===== src/rtl/backspace_overstrike_converter_core_macros.svh =====
// Assertion macros used by the converter RTL.
`ifndef BACKSPACE_OVERSTRIKE_CONVERTER_CORE_MACROS_SVH
`define BACKSPACE_OVERSTRIKE_CONVERTER_CORE_MACROS_SVH

// Same-cycle implication, checked on every rising clock edge outside reset.
`define BSOC_ASSERT_NOW(label, clk, rstn, ante, cons, msg) \
    label: assert property (@(posedge clk) disable iff (!(rstn)) (ante) |-> (cons)) \
        else $error(msg);

// Next-cycle implication, checked on every rising clock edge outside reset.
`define BSOC_ASSERT_NEXT(label, clk, rstn, ante, cons, msg) \
    label: assert property (@(posedge clk) disable iff (!(rstn)) (ante) |=> (cons)) \
        else $error(msg);

`endif


===== src/rtl/bsoc_pkg.sv =====
package bsoc_pkg;

    // Highest print column; the column counter saturates here.
    localparam logic [7:0] COLUMN_LIMIT = 8'd255;

    localparam int unsigned DEFAULT_QUEUE_DEPTH = 4;
    localparam int unsigned MAX_ITEMS = 4;
    localparam int unsigned SLOT_W = 2;

    localparam logic [7:0] CH_BS      = 8'h08;
    localparam logic [7:0] CH_LF      = 8'h0A;
    localparam logic [7:0] CH_FF      = 8'h0C;
    localparam logic [7:0] CH_CR      = 8'h0D;
    localparam logic [7:0] CH_END     = 8'h1A;
    localparam logic [7:0] CTL_SKIP   = 8'h20;
    localparam logic [7:0] CTL_NOSKIP = 8'h2B;
    localparam logic [7:0] CTL_FORM   = 8'h31;

    typedef struct packed {
        logic [7:0] out_byte;
        logic [7:0] repeat_count;
    } item_t;

    // One command holds every result of one input byte, packed from slot 0.
    typedef struct packed {
        logic [SLOT_W-1:0] last_slot;
        item_t [MAX_ITEMS-1:0] items;
    } cmd_t;

    // Carriage-control translation of one emitted byte.
    function automatic logic [7:0] translate(input logic [7:0] b, input logic rp);
        logic [7:0] r;
        r = b;
        if (rp) begin
            if (b == CH_LF || b == CTL_SKIP) begin
                r = CH_LF;
            end else if (b == CTL_NOSKIP) begin
                r = CH_CR;
            end else if (b == CTL_FORM) begin
                r = CH_FF;
            end
        end else if (b == CH_LF) begin
            r = CH_CR;
        end
        return r;
    endfunction

endpackage


===== src/rtl/bsoc_front.sv =====
module bsoc_front (
    input  logic             aclk,
    input  logic             aresetn,
    input  logic             s_valid,
    input  logic             s_ready,
    input  logic [7:0]       s_in_byte,
    input  logic             s_end_of_input,
    output logic             push,
    output bsoc_pkg::cmd_t   cmd
);

    logic [7:0] col_reg, col_next;
    logic [7:0] pb_reg, pb_next;
    logic       rp_reg, rp_next;

    logic       accept;
    logic       ended;
    logic       is_bs;
    logic [7:0] target;
    logic       overstrike;
    logic [7:0] final_in;
    logic       rp_final;
    logic [7:0] col_base;
    bsoc_pkg::item_t final_item;

    always_comb begin
        accept     = s_valid && s_ready;
        ended      = s_end_of_input || (s_in_byte == bsoc_pkg::CH_END);
        is_bs      = !ended && (s_in_byte == bsoc_pkg::CH_BS);
        target     = (col_reg > pb_reg) ? (col_reg - pb_reg) : 8'd1;
        overstrike = target < col_reg;
        final_in   = ended ? bsoc_pkg::CH_END : s_in_byte;
        // Both the overstrike sequence and a leading line control leave the
        // translator disarmed before the byte itself goes out.
        rp_final   = (overstrike || (col_reg == 8'd1 && !ended)) ? 1'b0 : rp_reg;
        final_item.out_byte     = bsoc_pkg::translate(final_in, rp_final);
        final_item.repeat_count = 8'd1;
        col_base   = overstrike ? target : col_reg;

        cmd = '0;
        if (overstrike) begin
            cmd.items[0].out_byte     = rp_reg ? bsoc_pkg::CH_LF : bsoc_pkg::CH_CR;
            cmd.items[0].repeat_count = 8'd1;
            cmd.items[1].out_byte     = bsoc_pkg::CH_CR;
            cmd.items[1].repeat_count = 8'd1;
            if (target > 8'd1) begin
                cmd.items[2].out_byte     = bsoc_pkg::CTL_SKIP;
                cmd.items[2].repeat_count = target - 8'd1;
                cmd.items[3]              = final_item;
                cmd.last_slot             = bsoc_pkg::SLOT_W'(3);
            end else begin
                cmd.items[2]  = final_item;
                cmd.last_slot = bsoc_pkg::SLOT_W'(2);
            end
        end else if (col_reg == 8'd1 && !ended && rp_reg) begin
            cmd.items[0].out_byte     = bsoc_pkg::CH_LF;
            cmd.items[0].repeat_count = 8'd1;
            cmd.items[1]              = final_item;
            cmd.last_slot             = bsoc_pkg::SLOT_W'(1);
        end else begin
            cmd.items[0]  = final_item;
            cmd.last_slot = bsoc_pkg::SLOT_W'(0);
        end

        push     = accept && !is_bs;
        col_next = col_reg;
        pb_next  = pb_reg;
        rp_next  = rp_reg;
        if (accept && is_bs) begin
            if (pb_reg != 8'hFF) begin
                pb_next = pb_reg + 8'd1;
            end
        end else if (accept) begin
            pb_next = 8'd0;
            rp_next = (final_in == bsoc_pkg::CH_LF);
            if (ended || final_in == bsoc_pkg::CH_LF) begin
                col_next = 8'd1;
            end else if (col_base >= bsoc_pkg::COLUMN_LIMIT) begin
                col_next = bsoc_pkg::COLUMN_LIMIT;
            end else begin
                col_next = col_base + 8'd1;
            end
        end
    end

    always_ff @(posedge aclk) begin
        if (!aresetn) begin
            col_reg <= 8'd1;
            pb_reg  <= 8'd0;
            rp_reg  <= 1'b0;
        end else begin
            col_reg <= col_next;
            pb_reg  <= pb_next;
            rp_reg  <= rp_next;
        end
    end

endmodule


===== src/rtl/bsoc_cmd_fifo.sv =====
module bsoc_cmd_fifo #(
    parameter int unsigned DEPTH = bsoc_pkg::DEFAULT_QUEUE_DEPTH
) (
    input  logic           aclk,
    input  logic           aresetn,
    input  logic           push,
    input  bsoc_pkg::cmd_t wr_cmd,
    input  logic           pop,
    output bsoc_pkg::cmd_t rd_cmd,
    output logic           not_full,
    output logic           not_empty
);

    localparam int unsigned PTR_W = (DEPTH > 1) ? $clog2(DEPTH) : 1;
    localparam int unsigned CNT_W = $clog2(DEPTH + 1);

    bsoc_pkg::cmd_t mem_reg [DEPTH];
    logic [PTR_W-1:0] wr_ptr_reg, wr_ptr_next;
    logic [PTR_W-1:0] rd_ptr_reg, rd_ptr_next;
    logic [CNT_W-1:0] count_reg, count_next;

    always_comb begin
        not_full  = count_reg != CNT_W'(DEPTH);
        not_empty = count_reg != '0;
        rd_cmd    = mem_reg[rd_ptr_reg];

        wr_ptr_next = wr_ptr_reg;
        rd_ptr_next = rd_ptr_reg;
        count_next  = count_reg;
        if (push) begin
            wr_ptr_next = (wr_ptr_reg == PTR_W'(DEPTH - 1)) ? '0 : wr_ptr_reg + 1'b1;
        end
        if (pop) begin
            rd_ptr_next = (rd_ptr_reg == PTR_W'(DEPTH - 1)) ? '0 : rd_ptr_reg + 1'b1;
        end
        if (push && !pop) begin
            count_next = count_reg + 1'b1;
        end else if (pop && !push) begin
            count_next = count_reg - 1'b1;
        end
    end

    always_ff @(posedge aclk) begin
        if (!aresetn) begin
            wr_ptr_reg <= '0;
            rd_ptr_reg <= '0;
            count_reg  <= '0;
        end else begin
            wr_ptr_reg <= wr_ptr_next;
            rd_ptr_reg <= rd_ptr_next;
            count_reg  <= count_next;
        end
    end

    always_ff @(posedge aclk) begin
        if (push) begin
            mem_reg[wr_ptr_reg] <= wr_cmd;
        end
    end

endmodule


===== src/rtl/bsoc_back.sv =====
module bsoc_back (
    input  logic           aclk,
    input  logic           aresetn,
    input  bsoc_pkg::cmd_t head_cmd,
    input  logic           head_valid,
    output logic           pop,
    output logic           m_valid,
    input  logic           m_ready,
    output logic [7:0]     m_out_byte,
    output logic [7:0]     m_repeat_count,
    output logic           m_last
);

    logic [bsoc_pkg::SLOT_W-1:0] slot_reg, slot_next;
    logic       valid_reg, valid_next;
    logic [7:0] byte_reg, byte_next;
    logic [7:0] count_reg, count_next;
    logic       last_reg, last_next;
    logic       load;
    logic       at_last;

    always_comb begin
        load    = head_valid && (!valid_reg || m_ready);
        at_last = slot_reg == head_cmd.last_slot;
        pop     = load && at_last;

        slot_next  = slot_reg;
        valid_next = valid_reg && !m_ready;
        byte_next  = byte_reg;
        count_next = count_reg;
        last_next  = last_reg;
        if (load) begin
            valid_next = 1'b1;
            byte_next  = head_cmd.items[slot_reg].out_byte;
            count_next = head_cmd.items[slot_reg].repeat_count;
            last_next  = at_last;
            slot_next  = at_last ? '0 : slot_reg + 1'b1;
        end
    end

    always_ff @(posedge aclk) begin
        if (!aresetn) begin
            slot_reg  <= '0;
            valid_reg <= 1'b0;
        end else begin
            slot_reg  <= slot_next;
            valid_reg <= valid_next;
        end
    end

    always_ff @(posedge aclk) begin
        byte_reg  <= byte_next;
        count_reg <= count_next;
        last_reg  <= last_next;
    end

    assign m_valid        = valid_reg;
    assign m_out_byte     = byte_reg;
    assign m_repeat_count = count_reg;
    assign m_last         = last_reg;

endmodule


===== src/rtl/backspace_overstrike_converter_core.sv =====
// Channel  Dir  Handshake        Fields                               Transaction
// s_       in   s_valid s_ready  s_in_byte s_end_of_input             one text byte or end
// m_       out  m_valid m_ready  m_out_byte m_repeat_count m_last     one printer item
//
// A backspace produces nothing. The back end emits the results of one input one at a time,
// so an input that makes k results (one to four) holds the back end for all k of them, which
// sets the sustained rate. After its input is accepted, the first result is written into the
// command queue and then loaded into the output register. Reset is synchronous and active
// low; it restores column 1, no pending backspaces and the translator disarmed. Input stalls
// only when the command queue is full.

`include "backspace_overstrike_converter_core_macros.svh"

module backspace_overstrike_converter_core #(
    parameter int unsigned QUEUE_DEPTH = bsoc_pkg::DEFAULT_QUEUE_DEPTH
) (
    input  logic       aclk,
    input  logic       aresetn,
    input  logic       s_valid,
    output logic       s_ready,
    input  logic [7:0] s_in_byte,
    input  logic       s_end_of_input,
    output logic       m_valid,
    input  logic       m_ready,
    output logic [7:0] m_out_byte,
    output logic [7:0] m_repeat_count,
    output logic       m_last
);

    // The front end classifies each byte and, for each byte but a backspace, builds one command
    // carrying all of the result items for that byte, already translated for carriage control.
    logic           push;
    bsoc_pkg::cmd_t front_cmd;

    // The queue decouples classification from delivery, so a burst of up to
    // four results from one byte does not stall the input side.
    bsoc_pkg::cmd_t head_cmd;
    logic           head_valid;
    logic           pop;
    logic           queue_not_full;

    assign s_ready = queue_not_full;

    bsoc_front u_front (
        .aclk           (aclk),
        .aresetn        (aresetn),
        .s_valid        (s_valid),
        .s_ready        (s_ready),
        .s_in_byte      (s_in_byte),
        .s_end_of_input (s_end_of_input),
        .push           (push),
        .cmd            (front_cmd)
    );

    bsoc_cmd_fifo #(
        .DEPTH (QUEUE_DEPTH)
    ) u_queue (
        .aclk      (aclk),
        .aresetn   (aresetn),
        .push      (push),
        .wr_cmd    (front_cmd),
        .pop       (pop),
        .rd_cmd    (head_cmd),
        .not_full  (queue_not_full),
        .not_empty (head_valid)
    );

    // The back end walks the slots of the head command one per cycle, while its registered
    // output stage is empty or being taken, and retires the command after its last slot.
    bsoc_back u_back (
        .aclk           (aclk),
        .aresetn        (aresetn),
        .head_cmd       (head_cmd),
        .head_valid     (head_valid),
        .pop            (pop),
        .m_valid        (m_valid),
        .m_ready        (m_ready),
        .m_out_byte     (m_out_byte),
        .m_repeat_count (m_repeat_count),
        .m_last         (m_last)
    );

    // A result never asks for zero copies.
    `BSOC_ASSERT_NOW(a_count_nonzero, aclk, aresetn, m_valid, m_repeat_count != 8'd0, "zero repeat count")

    // Only a blank run may repeat its byte.
    `BSOC_ASSERT_NOW(a_run_is_blank, aclk, aresetn, m_valid && m_repeat_count != 8'd1, m_out_byte == bsoc_pkg::CTL_SKIP, "repeated non-blank byte")

    // The end marker always closes the results of its input.
    `BSOC_ASSERT_NOW(a_end_is_last, aclk, aresetn, m_valid && m_out_byte == bsoc_pkg::CH_END, m_last, "end marker not last")

    // A backspace adds nothing to the queue, so the queue cannot fill on it.
    `BSOC_ASSERT_NEXT(a_bs_no_fill, aclk, aresetn, s_valid && s_ready && !s_end_of_input && s_in_byte == bsoc_pkg::CH_BS && !pop, s_ready == $past(s_ready), "backspace changed queue fill")

endmodule


===== config.mk =====
export PLATFORM = sky130hd
export DESIGN_NAME = backspace_overstrike_converter_core
export DESIGN_NICKNAME = d
export VERILOG_FILES = /design/src/rtl/bsoc_pkg.sv /design/src/rtl/bsoc_front.sv /design/src/rtl/bsoc_cmd_fifo.sv /design/src/rtl/bsoc_back.sv /design/src/rtl/backspace_overstrike_converter_core.sv
export VERILOG_INCLUDE_DIRS = /design/src /design/src/rtl
export SDC_FILE = /design/constraint.sdc
export NUM_CORES = 1
export LEC_CHECK = 0
export ABC_AREA = 0
export ABC_CLOCK_PERIOD_IN_PS = 5300
export BUFFER_PORTS_ARGS = -buffer_cell sky130_fd_sc_hd__buf_2
export CAP_MARGIN = 20
export CORE_UTILIZATION = 50
export CTS_CLUSTER_DIAMETER = 80
export DETAILED_ROUTE_END_ITERATION = 10
export PLACE_DENSITY_LB_ADDON = 0.15
export SETUP_SLACK_MARGIN = 0.2
export SLEW_MARGIN = 20
export SYNTH_ARGS = -nofsm -noshare
export SYNTH_HDL_FRONTEND = slang
export SYNTH_HIERARCHICAL = 1
export SYNTH_SLANG_ARGS = --single-unit

===== constraint.sdc =====
create_clock -name aclk -period 5.3 [get_ports aclk]
set_input_delay 1.06 -clock aclk [delete_from_list [all_inputs] [get_ports aclk]]
set_output_delay 1.06 -clock aclk [all_outputs]
set_load 0.01 [all_outputs]

==> summary.txt <==
Global route
  • Total grt overflow: 0
  • Met3 Usage GRT: 0.0271
  • Met1 Track Usage GR: 0.280
  • Most used routing layer in global routing: met2
  • First-pass GRT wire length: 43.5 mm
  • GR Util met2: 0.345
  • Largest net degree at the start of global routing: between 50 and 60
  • Vias in the first global route: 7706
  • Initial antenna violation count: 0
  • Global Route Usage Sum: 0.205

Finish
  • Multi-input logic area: 0.00419 sq mm
  • Area Growth Syn to Fin: 11.5%
  • Net count, final: a little over 900
  • Fin util: 0.566
  • Diode count: 0
  • Reg area: 0.00902 sq mm
  • Largest register FFs: ~260
  • Share of cells above drive strength 1: 0.230
  • Fill cells: 2076
  • Final cell count without fillers: 1244

Clock network
  • Hold_buf cts: 0
  • CTS max path bufs: 3
  • Clk sinks: 310
  • Clk pin slew, worst setup/hold paths: 0.06 ns
  • Clk Latency, worst-skew pair: 0.56 ns
  • Num CTS Buffers: 31
  • H-tree levels: 1
  • CTS root buf: clkbuf_16
  • CTS tree: built
  • Post-CTS setup buffers: 0

Synth
  • Synth Area per Inst: ~17 sq um
  • Post-Syn Instances: 822
  • Yosys cell types: 61
  • Yosys warnings: 6
  • Top cells by area, synth: edfxtp_1, mux4_2, dfxtp_1, ha_1, nor2_1
  • Fraction of registers with async set/reset: 0
  • Seq cells post-synth: 310
  • Synth area leader: edfxtp_1
  • Number of flops mapped to enable cells by yosys: roughly 280
  • Post-synthesis sequential area ratio: 0.663
  • Share of the synthesized area in the top cell type: 0.620
  • Syn Std Cell Area: 0.0136 sq mm
  • Ys flop type: edfxtp_1

Placed design
  • Pre-CTS WS: 0.548 ns
  • GP Congestion: 0.875
  • DPL Wire Length: 17.8 mm
  • Count of input and output buffers: 31
  • Placed instance count: between 1000 and 1500

Timing
  • FMAX: 211 MHz
  • Slew Viols, Final: 0
  • Final Skew: 0.0125 ns
  • Final setup violation count: 0
  • Setup tns final: 0 ns
  • Max-Slew Margin vs Limit: 0.392
  • Fin worst setup slack: roughly 0.57 ns
  • Final hold violations: 0
  • Final worst path period share: 0.893
  • Fin crit period: 4.73 ns
  • Slew @ Worst Pin: 0.912 ns
  • RSZ-0062 raised after global routing: no

Route
  • Drt total wl: ~27 mm
  • First-pass iteration count of the detailed router: 5
  • # DRC: 0
  • Drt wl/cell: approximately 22 microns
  • Vias: ~7000
  • Via density: a little under 6
  • Antenna-violating nets left: 0
  • DRT iter0 DRCs: 481

Critical path
  • Worst Setup End Kind: flop
  • Top Family by Delay on Critical Path: compound AO/OA/AOI/OAI gates
  • Maximum fanout along the worst path: 7
  • Worst Path Arrival: 5.21 ns
  • Crit path launch type: flop
  • RR Startpoint: u_front/col_reg[0]
  • CP Class: reg -> reg
  • Critical Path RT: 5.78 ns
  • CP cell instances: inv_1, ha_1, fa_1, nand2b_1, a211oi_2, o21a_1, nand2_1, inv_1, ha_1, a21o_1, a21oi_1, o2111ai_1, a21o_1, inv_1, nand2_1, o21ai_0, ha_2, nand4_1, or3_1, o31ai_2, o21ai_0, o21ai_0
  • Critical-path top delay cell: fa_1
  • Reg2reg path depth: 22
  • Slowest cell delay on critical path: 0.44 ns
  • Reg2Reg Setup Slack: 0.57 ns
  • Worst path buffer plus inverter count: 3
  • Reg2reg end: u_front/col_reg[1]

Run status
  • Status: complete, no violations

Worst hold path
  • Hold Crit Endpoint: u_queue/count_reg[2]
  • Hold Crit Depth: 2
  • Min-delay worst type: reg -> reg
  • Worst hold start: u_queue/count_reg[2]

Die
  • Starting Density: 0.507
  • Chip height: 167 microns
  • Die Wd: 167 microns
  • Core area: between 0.02 and 0.03 sq mm
  • Rows: 60
  • Ports: 32
  • Die area: approximately 0.028 sq mm

Job
  • Max-cap viol count: 0
Yosys cell counts (9+ instances only):
master and number:
a21oi_1 20, nand4_1 10, buf_4 26, nor2b_1 14, dfxtp_1 29, nor4_1 9
nand2_1 31, nor3_1 13, edfxtp_1 281, nand2b_1 12, clkbuf_1 10, nand3_1 17
nor2_1 57, mux4_2 81, and2_1 12, inv_1 31, ha_1 25, xnor2_1 15
o21ai_0 24
layout by cell type, fill, tap and decap left out, drive strengths merged, types with 22 or more instances in the layout:
master	count
buf	57
clkbuf	37
conb	22
dfxtp	29
edfxtp	281
ha	25
inv	32
mux4	82
nand2	32
nor2	58
o21ai	26
routing by layer:
layer	vias to the layer above	share of wire
met2	146	0.49
met3	51	0.040
li1	3310	-
met1	3686	0.44
met4	0	0.027
met5	-	0
per-stage QoR:
| stage | cell area, sq um | hold WS [ns] |
|---|---|---|
| finish | 15200 | 0.529 |
| detailed placement | 14200 | 0.525 |
| CTS | 15200 | 0.534 |
| global route | 15200 | 0.561 |
| global placement | 14200 | 0.493 |
| floorplan | 13700 | 0.472 |
worst max-delay path by stage:
stage                  startpoint                  to  slack (ns)  depth (start not counted)
2_1_floorplan  u_front/col_reg[0]  u_front/col_reg[3]        0.78                         22
3_3_place_gp   u_front/col_reg[0]  u_front/col_reg[3]        0.66                         20
3_5_place_dp   u_front/col_reg[0]  u_front/col_reg[1]        0.55                         20
4_1_cts        u_front/col_reg[0]  u_front/col_reg[1]        0.51                         20
5_1_grt        u_front/col_reg[0]  u_front/col_reg[1]        0.23                         22
6_report       u_front/col_reg[0]  u_front/col_reg[1]        0.57                         22
kinds of logic (layout without fill, tap and decap cells):
group           after synthesis  in the layout  share of synthesized area
simple gates                198            198                     0.0748
fa+ha+maj                    27             27                     0.0259
other cells                   2             22                   0.000552
buf+inv                      83            144                     0.0352
flops                       310            310                      0.663
compound gates               87             87                     0.0410
mux                          91             91                      0.143
xor+xnor                     24             24                     0.0166
worst register-to-register path, cell delays in order (launching register included):
cell	delay, ns
dfxtp_1	0.34
inv_1	0.10
ha_1	0.24
fa_1	0.44
nand2b_1	0.22
a211oi_2	0.30
o21a_1	0.18
nand2_1	0.10
inv_1	0.13
ha_1	0.26
a21o_1	0.16
a21oi_1	0.21
o2111ai_1	0.14
a21o_1	0.25
inv_1	0.14
nand2_1	0.06
o21ai_0	0.07
ha_2	0.29
nand4_1	0.21
or3_1	0.43
o31ai_2	0.12
o21ai_0	0.16
o21ai_0	0.10
repair_timing:
| action | 4_1_cts | 5_1_grt |
|---|---|---|
| gates resized for setup | 0 | 3 |
| endpoints found under the setup margin | 0 | 11 |
| endpoints found under the hold margin | 0 | 0 |
final cells by class:
cell class              count  area share
multi-input cells         449       0.276
inverters                  31     0.00767
clock inverters            19      0.0111
flip-flops and latches    310       0.595
clock buffers              37      0.0546
well taps                 341      0.0281
repair buffers             57      0.0272
Power is left out: the tool's default activity adds up to more than one toggle a clock period on the data nets, which glitch-free logic cannot reach.
